--- config.mk ---
export PLATFORM = sky130hd
export DESIGN_NAME = bounded_stack_with_value_filter_top
export DESIGN_NICKNAME = d
export VERILOG_FILES = /design/src/rtl/bsvf_pkg.sv /design/src/rtl/bsvf_stack_ram.sv /design/src/rtl/bsvf_sequencer.sv /design/src/rtl/bounded_stack_with_value_filter_top.sv
export SDC_FILE = /design/constraint.sdc
export NUM_CORES = 1
export LEC_CHECK = 0
export BUFFER_PORTS_ARGS = -buffer_cell sky130_fd_sc_hd__buf_2
export CORE_MARGIN = 2
export CORE_UTILIZATION = 45
export DETAILED_ROUTE_END_ITERATION = 7
export PLACE_DENSITY = 0.65
export SYNTH_ARGS = -nofsm -noshare
export SYNTH_HDL_FRONTEND = slang
export SYNTH_SLANG_ARGS = --single-unit
--- constraint.sdc ---
create_clock -name clock -period 6.45 [get_ports clock]
set_input_delay 0.645 -clock clock [delete_from_list [all_inputs] [get_ports clock]]
set_output_delay 0.645 -clock clock [all_outputs]
set_load 0.1 [all_outputs]
--- src/rtl/bsvf_pkg.sv ---
`default_nettype none

package bsvf_pkg;

   // stack geometry
   localparam int DEPTH   = 16;
   localparam int ADDR_W  = $clog2(DEPTH);
   localparam int LEVEL_W = $clog2(DEPTH + 1);
   localparam int WORD_W  = 32;
   localparam int CAP_W   = 5;
   localparam int OP_W    = 2;

   // capacity after reset
   localparam logic [CAP_W-1:0] CAP_RESET = CAP_W'(16);

   // opcodes; the fourth code is ignored
   localparam logic [OP_W-1:0] OP_PUSH   = 2'd0;
   localparam logic [OP_W-1:0] OP_POP    = 2'd1;
   localparam logic [OP_W-1:0] OP_FILTER = 2'd2;

   typedef enum logic [1:0] {
      ST_IDLE,
      ST_POP_WAIT,
      ST_FILT_SCAN,
      ST_FINISH
   } state_type;

   // sequencer to storage
   typedef struct packed {
      logic              wr_en;
      logic [ADDR_W-1:0] wr_addr;
      logic [WORD_W-1:0] wr_data;
      logic              rd_en;
      logic [ADDR_W-1:0] rd_addr;
   } mem_ctrl_type;

   // finished result from the sequencer
   typedef struct packed {
      logic               ok;
      logic [WORD_W-1:0]  popped_value;
      logic               is_empty;
      logic [LEVEL_W-1:0] fill_level;
   } result_type;

endpackage

`default_nettype wire

--- src/rtl/bsvf_stack_ram.sv ---
`default_nettype none

module bsvf_stack_ram
   import bsvf_pkg::*;
(
   input  wire logic         clock,
   input  mem_ctrl_type      mem_ctrl,
   output logic [WORD_W-1:0] rd_data
);

   logic [WORD_W-1:0] mem [DEPTH];
   logic [WORD_W-1:0] rd_data_ff;

   // write port
   always_ff @(posedge clock) begin
      if (mem_ctrl.wr_en) begin
         mem[mem_ctrl.wr_addr] <= mem_ctrl.wr_data;
      end
   end

   // registered read port
   always_ff @(posedge clock) begin
      if (mem_ctrl.rd_en) begin
         rd_data_ff <= mem[mem_ctrl.rd_addr];
      end
   end

   assign rd_data = rd_data_ff;

endmodule

`default_nettype wire

--- src/rtl/bsvf_sequencer.sv ---
`default_nettype none

module bsvf_sequencer
   import bsvf_pkg::*;
(
   input  wire logic                clock,
   input  wire logic                reset,
   input  wire logic                req_accept,
   input  wire logic [OP_W-1:0]     req_opcode,
   input  wire logic [WORD_W-1:0]   req_value,
   input  wire logic [CAP_W-1:0]    csr_limit,
   input  wire logic                out_free,
   input  wire logic [WORD_W-1:0]   rd_data,
   output logic                     busy,
   output logic                     fin_valid,
   output result_type               result,
   output mem_ctrl_type             mem_ctrl
);

   state_type          state_ff, state_in;
   logic [LEVEL_W-1:0] level_ff, level_in;
   logic [WORD_W-1:0]  key_ff, key_in;
   logic [LEVEL_W-1:0] rd_idx_ff, rd_idx_in;
   logic [LEVEL_W-1:0] keep_ff, keep_in;
   logic [LEVEL_W-1:0] cnt_ff, cnt_in;
   logic               ok_ff, ok_in;
   logic [WORD_W-1:0]  popped_ff, popped_in;

   logic [LEVEL_W-1:0] limit_eff;
   logic [LEVEL_W-1:0] keep_next;
   logic               match;

   // clamp capacity to the storage depth
   assign limit_eff = (csr_limit > CAP_W'(DEPTH)) ? LEVEL_W'(DEPTH) : LEVEL_W'(csr_limit);

   // single compare unit: stored word against the filter key
   assign match = (rd_data == key_ff);

   // next state
   always_comb begin
      state_in = state_ff;
      case (state_ff)
         ST_IDLE: begin
            if (req_accept) begin
               if (req_opcode == OP_POP && level_ff != '0) begin
                  state_in = ST_POP_WAIT;
               end else if (req_opcode == OP_FILTER && level_ff != '0) begin
                  state_in = ST_FILT_SCAN;
               end else begin
                  state_in = ST_FINISH;
               end
            end
         end
         ST_POP_WAIT: begin
            state_in = ST_FINISH;
         end
         ST_FILT_SCAN: begin
            if (cnt_ff == LEVEL_W'(1)) begin
               state_in = ST_FINISH;
            end
         end
         ST_FINISH: begin
            if (out_free) begin
               state_in = ST_IDLE;
            end
         end
         default: begin
            state_in = ST_IDLE;
         end
      endcase
   end

   // datapath and storage control
   always_comb begin
      level_in         = level_ff;
      key_in           = key_ff;
      rd_idx_in        = rd_idx_ff;
      keep_in          = keep_ff;
      cnt_in           = cnt_ff;
      ok_in            = ok_ff;
      popped_in        = popped_ff;
      keep_next        = keep_ff + LEVEL_W'(1);
      mem_ctrl.wr_en   = 1'b0;
      mem_ctrl.wr_addr = '0;
      mem_ctrl.wr_data = rd_data;
      mem_ctrl.rd_en   = 1'b0;
      mem_ctrl.rd_addr = '0;
      case (state_ff)
         ST_IDLE: begin
            if (req_accept) begin
               ok_in     = 1'b0;
               popped_in = '0;
               case (req_opcode)
                  OP_PUSH: begin
                     // store on top unless at or above the limit
                     if (level_ff < limit_eff) begin
                        mem_ctrl.wr_en   = 1'b1;
                        mem_ctrl.wr_addr = level_ff[ADDR_W-1:0];
                        mem_ctrl.wr_data = req_value;
                        level_in         = level_ff + LEVEL_W'(1);
                        ok_in            = 1'b1;
                     end
                  end
                  OP_POP: begin
                     // read the top word, drop the level
                     if (level_ff != '0) begin
                        mem_ctrl.rd_en   = 1'b1;
                        mem_ctrl.rd_addr = ADDR_W'(level_ff - LEVEL_W'(1));
                        level_in         = level_ff - LEVEL_W'(1);
                        ok_in            = 1'b1;
                     end
                  end
                  OP_FILTER: begin
                     // start the scan at the bottom entry
                     ok_in   = 1'b1;
                     key_in  = req_value;
                     keep_in = '0;
                     if (level_ff != '0) begin
                        mem_ctrl.rd_en   = 1'b1;
                        mem_ctrl.rd_addr = '0;
                        rd_idx_in        = LEVEL_W'(1);
                        cnt_in           = level_ff;
                     end
                  end
                  default: begin
                     ok_in = 1'b0;
                  end
               endcase
            end
         end
         ST_POP_WAIT: begin
            popped_in = rd_data;
         end
         ST_FILT_SCAN: begin
            // compact survivors downward, fetch the next entry unless this is the last
            if (!match) begin
               mem_ctrl.wr_en   = 1'b1;
               mem_ctrl.wr_addr = keep_ff[ADDR_W-1:0];
               mem_ctrl.wr_data = rd_data;
               keep_in          = keep_next;
            end
            if (cnt_ff == LEVEL_W'(1)) begin
               level_in = match ? keep_ff : keep_next;
            end else begin
               mem_ctrl.rd_en   = 1'b1;
               mem_ctrl.rd_addr = rd_idx_ff[ADDR_W-1:0];
               rd_idx_in        = rd_idx_ff + LEVEL_W'(1);
               cnt_in           = cnt_ff - LEVEL_W'(1);
            end
         end
         ST_FINISH: begin
         end
         default: begin
         end
      endcase
   end

   // control registers
   always_ff @(posedge clock) begin
      if (reset) begin
         state_ff <= ST_IDLE;
         level_ff <= '0;
      end else begin
         state_ff <= state_in;
         level_ff <= level_in;
      end
   end

   // working registers
   always_ff @(posedge clock) begin
      key_ff    <= key_in;
      rd_idx_ff <= rd_idx_in;
      keep_ff   <= keep_in;
      cnt_ff    <= cnt_in;
      ok_ff     <= ok_in;
      popped_ff <= popped_in;
   end

   assign busy                = (state_ff != ST_IDLE);
   assign fin_valid           = (state_ff == ST_FINISH);
   assign result.ok           = ok_ff;
   assign result.popped_value = popped_ff;
   assign result.is_empty     = (level_ff == '0);
   assign result.fill_level   = level_ff;

endmodule

`default_nettype wire

--- src/rtl/bounded_stack_with_value_filter_top.sv ---
`default_nettype none

// Bounded LIFO stack of 16 signed 32-bit words with a value filter. Each request
// beat carries an opcode (push, pop, filter) and a value and yields exactly one
// response beat with ok, the popped word, an empty flag and the fill level after
// the operation. One request is in flight at a time: a push, an ignored code or a
// pop on an empty stack goes straight to the finish state, any other pop first
// waits for the registered read of the storage port, and a filter scans from the bottom
// entry up, since a single compare unit walks the stored words one per cycle and
// compacts survivors in place through the one write port. A request can be taken
// while the previous response still waits in the output register; a finished
// result then holds the block, with the request side stalled, for every cycle
// that register stays stalled. The capacity register (reset 16, values above 16
// act as 16) refuses pushes at or above its level; write it only idle.

module bounded_stack_with_value_filter_top
   import bsvf_pkg::*;
(
   input  wire logic                clock,
   input  wire logic                reset,
   input  wire logic                req_valid,
   output logic                     req_stall,
   input  wire logic [OP_W-1:0]     req_opcode,
   input  wire logic signed [WORD_W-1:0] req_value,
   output logic                     rsp_valid,
   input  wire logic                rsp_stall,
   output logic                     rsp_ok,
   output logic signed [WORD_W-1:0] rsp_popped_value,
   output logic                     rsp_is_empty,
   output logic [LEVEL_W-1:0]       rsp_fill_level,
   input  wire logic                csr_wr_en,
   input  wire logic [CAP_W-1:0]    csr_wr_data
);

   logic [CAP_W-1:0]  csr_limit_ff;
   logic              busy;
   logic              fin_valid;
   logic              out_free;
   logic              req_accept;
   logic              rsp_load;
   logic              rsp_valid_ff, rsp_valid_in;
   result_type        result;
   result_type        rsp_ff;
   mem_ctrl_type      mem_ctrl;
   logic [WORD_W-1:0] rd_data;

   // capacity register
   always_ff @(posedge clock) begin
      if (reset) begin
         csr_limit_ff <= CAP_RESET;
      end else if (csr_wr_en) begin
         csr_limit_ff <= csr_wr_data;
      end
   end

   assign req_stall  = busy;
   assign req_accept = req_valid && !busy;
   assign out_free   = !rsp_valid_ff || !rsp_stall;
   assign rsp_load   = fin_valid && out_free;

   bsvf_sequencer u_sequencer (
      .clock      (clock),
      .reset      (reset),
      .req_accept (req_accept),
      .req_opcode (req_opcode),
      .req_value  (req_value),
      .csr_limit  (csr_limit_ff),
      .out_free   (out_free),
      .rd_data    (rd_data),
      .busy       (busy),
      .fin_valid  (fin_valid),
      .result     (result),
      .mem_ctrl   (mem_ctrl)
   );

   bsvf_stack_ram u_stack_ram (
      .clock    (clock),
      .mem_ctrl (mem_ctrl),
      .rd_data  (rd_data)
   );

   // hold the response beat until taken
   always_comb begin
      rsp_valid_in = rsp_valid_ff;
      if (rsp_load) begin
         rsp_valid_in = 1'b1;
      end else if (!rsp_stall) begin
         rsp_valid_in = 1'b0;
      end
   end

   always_ff @(posedge clock) begin
      if (reset) begin
         rsp_valid_ff <= 1'b0;
      end else begin
         rsp_valid_ff <= rsp_valid_in;
      end
   end

   always_ff @(posedge clock) begin
      if (rsp_load) begin
         rsp_ff <= result;
      end
   end

   assign rsp_valid        = rsp_valid_ff;
   assign rsp_ok           = rsp_ff.ok;
   assign rsp_popped_value = rsp_ff.popped_value;
   assign rsp_is_empty     = rsp_ff.is_empty;
   assign rsp_fill_level   = rsp_ff.fill_level;

endmodule

`default_nettype wire
; ---- Yosys cells after proc, flatten, opt, wreduce, memory -nomap -nowiden
; Memory sizes are Yosys's and may differ from the RTL's. A register that Yosys moved wholly into a read port is not among the register bits.
; Index checks and enable logic that the tools add are counted.
[word_totals]
ramBits = 512
regBits = 132
memories = 1
[memory_table]
columns = memory, words, word_bits, read_ports, rd_ports_with_merged_regs, write_ports, line_no
row1 = u_stack_ram.mem, 16, 32, 1, 1, 1, bsvf_stack_ram.sv:11  ; logic [WORD_W-1:0] mem [DEPTH];
[classes]
order_cmp = 2
addsub = 5
muxes = 45
eq_ne = 17
reduce_logical = 22
[ops]
columns = operator, n
row1 = $mux W37, 3
row2 = $mux W5, 19
row3 = $pmux W42 S2, 1
row4 = $pmux W32 S2, 1
row5 = $pmux W5 S2, 6
row6 = $mux W42, 1
row7 = $eq A32 B32 Y1, 1
row8 = $mux W32, 1
row9 = $add A5 B1 Y5 const B, 3
row10 = $ne A2 B1 Y1 const B, 5
row11 = $sub A5 B1 Y5 const B, 2
row12 = $reduce_and A3 Y1, 3
row13 = $mux W2, 4
row14 = $pmux W2 S4, 1
row15 = $mux W1, 7
row16 = $eq A2 B2 Y1 const B, 3
row17 = $ne A3 B2 Y1 const B, 2
row18 = $reduce_and A6 Y1, 1
row19 = $reduce_bool A2 Y1, 3
row20 = $eq A5 B1 Y1 const B, 1
row21 = $gt A5 B5 Y1 const B, 1
row22 = $logic_not A5 Y1, 1
row23 = $lt A5 B5 Y1, 1
row24 = $reduce_and A5 Y1, 1
row25 = other kinds (10), 19

; ---- Depth between registers and ports, before layout
[logic_depth]
depth_word = 9
depth_mapped = 13
ltp_nobuf = 9

; ---- Hierarchy
; Synthesis repeated with hierarchy kept, for this count alone.
[hier_totals]
hier_cells = 1283
area_unflattened_um2 = 26145.1
[modules_own_cells]
columns = module, area_each_um2, cells_per_inst, instances
row1 = bsvf_stack_ram, 20155.6, 838, 1
row2 = bsvf_sequencer, 4591.9, 384, 1
row3 = bounded_stack_with_value_filter_top, 1397.6, 61, 1

; ---- Least setup slack after synthesis
; No wires, ideal clock.
[synth_path]
path_type = flip-flop to flip-flop
start = register u_stack_ram.rd_data_ff[27], in the netlist u_stack_ram.rd_data[27] (read register of u_stack_ram.mem)
end = memory u_stack_ram.mem[0][0], enable pin
t_arrival_ps = 4907
required_time_ps = 5982
setup_ps = 468
stages_incl_launch_ff = 9
setup_slack_ps = 1075
cell_sequence = edfxtp_1 xnor2_1 nand4_1 nor4_1 nand2_1 ha_1 a22oi_1 nor3b_1 nor3b_1
[synth_via]
elab_chain_len = 5
[synth_rtl]
columns = element, line_no
row1 = "start, declared", bsvf_stack_ram.sv:12  ; logic [WORD_W-1:0] rd_data_ff;
row2 = $eq A32 B32 Y1 *, bsvf_sequencer.sv:37  ; assign match = (rd_data == key_ff);
row3 = $mux W37 *, bsvf_sequencer.sv:136  ; if (!match) begin
row4 = $pmux W42 S2 *, bsvf_sequencer.sv:88  ; case (state_ff)
row5 = $mux W1, bsvf_stack_ram.sv:16  ; if (mem_ctrl.wr_en) begin
row6 = $mux W1 (not written as such), bsvf_stack_ram.sv:17  ; mem[mem_ctrl.wr_addr] <= mem_ctrl.wr_data;
row7 = "end, declared", bsvf_stack_ram.sv:11
; Mark *: on every way between the ends. The rest lies on a longest branch, timed or not.

; ---- Final worst setup path
[layout_path]
start = register u_stack_ram.rd_data_ff[15], in the netlist u_stack_ram.rd_data[15] (read register of u_stack_ram.mem)
end = memory u_stack_ram.mem[2][3], enable pin
; The elaborated chain is that of the path after synthesis.

==> results by group <==
Die
  • Initial core utilization: 45.4%
  • Core region area: 58800 sq um
  • Io pins: 85
  • Height of the die: 248 um
  • Cell Rows: 89
  • Die area: 61300 sq um
  • Die X: 248 um

Pwr
  • P_leak: 10.2 nW
  • Peak supply drop: 0.301 mV
  • Pwr/cell area: 449 nW/um^2

Finish
  • Final instance area: 30400 sq um
  • Inserted Diodes: 0
  • Fill count: 4748
  • Share of cells above drive strength 1: 19.1%
  • Fin nets: 1735
  • Area of the multi-input gates: 6290 sq um
  • Finished Core Util: 51.6%
  • Register area: 20100 sq um
  • Relative area change from synthesis to final layout: 13.7%

Synth
  • Syn nets: 1628
  • Top FF cell, synth: edfxtp_1
  • Ranking of synthesized cells by area: edfxtp_1 74%, mux4_2 5.4%, a22o_1 2.1%
  • Synth Area in Adders: 0.890%
  • Post-Syn Area per Cell: 17.1 sq um
  • Synth Area in Compound Gates: 7.27%
  • Post-synth top area cell: edfxtp_1
  • Yosys reg bits: 675
  • Number of synthesis warnings: 0
  • Post-synthesis cell area: 26700 sq um
  • Fraction of registers with async set/reset: 0%
  • XOR/XNOR Fraction of Synth Area: 1.34%
  • Synth cell types: 64
  • Count of flip-flops with a built-in enable after synthesis: 662
  • Largest family of logic cells by synthesized area: compound AO/OA/AOI/OAI gates
  • Post-Synth Simple-Gate Area: 6.91%
  • Post-synthesis mux area share: 6.21%
  • Post-synthesis sequential area ratio: 75.4%
  • Post-synth top area share: 74.4%
  • Post-Synthesis Cells: 1565

STA
  • Fin Setup TNS: 0 ns
  • Worst hold margin: 0.258 ns
  • RSZ-0062 raised after global routing: false
  • Min Clock Period, post-route: 5.02 ns
  • Fmax: 0.199 GHz
  • Setup Viol. Count Final: 0
  • Layout Skew: 0.0291 ns
  • Relative slew margins: 17.7%
  • Max-slew violations: 0
  • Final count of hold timing violations: 0
  • Final period utilization: 77.9%
  • PnR worst setup slack: 1.43 ns
  • Worst slew pin tran: 1.22 ns

Clock tree
  • Htree depth: 3
  • Cts hold-fix bufs: 0
  • CTS Buf Count: 69
  • CTS resizes: 0
  • CTS tree: yes
  • Clk pin slew, worst setup/hold paths: 0.06 ns
  • Root Buffer: clkbuf_16
  • Clock buffer depth: 3
  • CTS Sinks: 675
  • Clk_lat worst skew: 0.62 ns
  • Postcts setup bufs: 0

Critical path
  • Max FO, Critical Path: 18
  • Setup crit start kind: register
  • Register-to-register setup slack: 1.43 ns
  • Highest-delay cell along the critical path: nor2_4
  • CP Capture Type: register
  • Worst path arrival time: 5.33 ns
  • Crit Path Class: reg2reg
  • Crit path cell chain: xnor2_1 > nand4_1 > nor4_1 > buf_4 > nand2_1 > ha_1 > a22oi_1 > o21ai_0 > nor2_4 > buf_12
  • Max stage delay on crit path: 0.82 ns
  • CP required: 6.76 ns
  • Worst path top cell family by delay: simple AND/OR/NAND/NOR gates
  • CP bufs+invs: 2

Routing
  • Initial DRC Count: 1796
  • Via density per instance: 5.93
  • DRC: 0
  • DR pass1 iterations: 5
  • WL per Instance: 25.6 um
  • Vias: 14800
  • DRT Wirelength: 64.1 mm
  • Antenna Nets Post-Route: 0

Global routing
  • Overall routing resource usage: 21.1%
  • First-pass GRT wire length: 94.5 mm
  • GRT overflow: 0
  • Largest net degree at the start of global routing: 59
  • Vias in the first global route: 14500
  • Initial antenna violation count: 3

Placed design
  • DP Worst Slack: 1.39 ns
  • Post-DP HPWL: 37.7 mm
  • Port Buf Inserts: 84
  • Placed cell areas: 28200 sq um
  • Final Wtd Congestion: 0.811

Min path
  • Worst Hold Class: in2reg

Run
  • Maxcap violations: 0

Run status
  • Status: finished, final reports clean
-- metal layers --
metal  wire length [um]  share of wire [%]  global-route usage, %
met1              27200                 42                   30.0
met2              30500                 48                   33.6
met3               4820                7.5                   3.62
met4               1540                2.4                   6.39
met5                 31              0.048                      0
-- worst register-to-register path, delay by kind of cell (launching register included) --
family	cells	cell delay, ns
XOR/XNOR	1	0.41
flip-flops	1	0.47
adder cells (fa/ha/maj)	1	0.18
AND/OR/NAND/NOR	4	1.68
buffers and inverters	2	0.53
AO/OA/AOI/OAI	2	1.45
-- flip-flops by register name, summed over array words and instances, names as in the netlist, 4 cells and up --
signal and cells:
u_sequencer.rd_idx_ff 4, rsp_fill_level 5, u_sequencer.level_ff 5, u_sequencer.popped_ff 32, u_sequencer.keep_ff 5, u_stack_ram.rd_data 32
u_sequencer.key_ff 32, rsp_popped_value 32, u_sequencer.cnt_ff 5, csr_limit_ff 5, u_stack_ram.mem 512
-- metrics by stage --
step / std cells / power, mW
finish: 2499 / 13.6
detailed placement: 2374 / 9.95
global route: 2499 / 14.2
floorplan: 1565 / 8.74
CTS: 2499 / 13.7
global placement: 2374 / 9.85
-- cells by family after synthesis --
kind of cell	count (synthesis)
compound gates	259
xor+xnor	41
fa+ha+maj	19
buf+inv	109
flops	675
mux	85
simple gates	377
-- layout by cell type (no fill, tap or decap), types with 15 or more instances in the layout --
cell type	n
clkbuf_16	71
nor2_1	57
ha_1	19
o21ai_0	37
xnor2_1	38
nand3_1	38
a211oi_1	30
mux2i_1	15
nand2_1	139
buf_4	39
a41o_1	29
edfxtp_1	662
and3_1	31
a31oi_1	33
a22o_1	62
clkinv_2	16
buf_2	84
and2_1	42
mux4_2	64
or3_1	29
inv_1	18
-- Yosys cell counts (29+ instances only) --
library cell	count
or3_1	29
and2_1	42
nand2_1	140
a41o_1	29
a211oi_1	32
nor2_1	59
nand3_1	38
mux4_2	64
and3_1	31
a22o_1	63
xnor2_1	38
edfxtp_1	662
clkbuf_1	58
o21ai_0	38
a31oi_1	33
-- where the power goes --
| part | internal (mW) | total (mW) | switching, mW |
|---|---|---|---|
| clock network | 2.14 | 3.77 | 1.62 |
| logic | 1.11 | 3.54 | 2.43 |
| registers | 6.06 | 6.32 | 0.259 |
| total | 9.31 | 13.6 | 4.31 |
-- path summary, 6_finish.rpt --
path | startpoint | end | cells after the start
max | u_stack_ram.rd_data[15] | u_stack_ram.mem[2][3] | 10
min | req_value[26] | u_sequencer.key_ff[26] | 1
min reg2reg | u_sequencer.popped_ff[0] | rsp_popped_value[0] | 0
max reg2reg | u_stack_ram.rd_data[15] | u_stack_ram.mem[2][3] | 10
-- cell type report --
type / count / area share [%]
Tap cell: 773 / 3.19
Timing Repair Buffer: 126 / 2.55
Clock inverter: 41 / 0.972
Clock buffer: 84 / 6.01
Sequential cell: 675 / 66.3
Inverter: 19 / 0.235
Multi-Input combinational cell: 781 / 20.7
No activity file was read; power rests on OpenSTA's default activity.
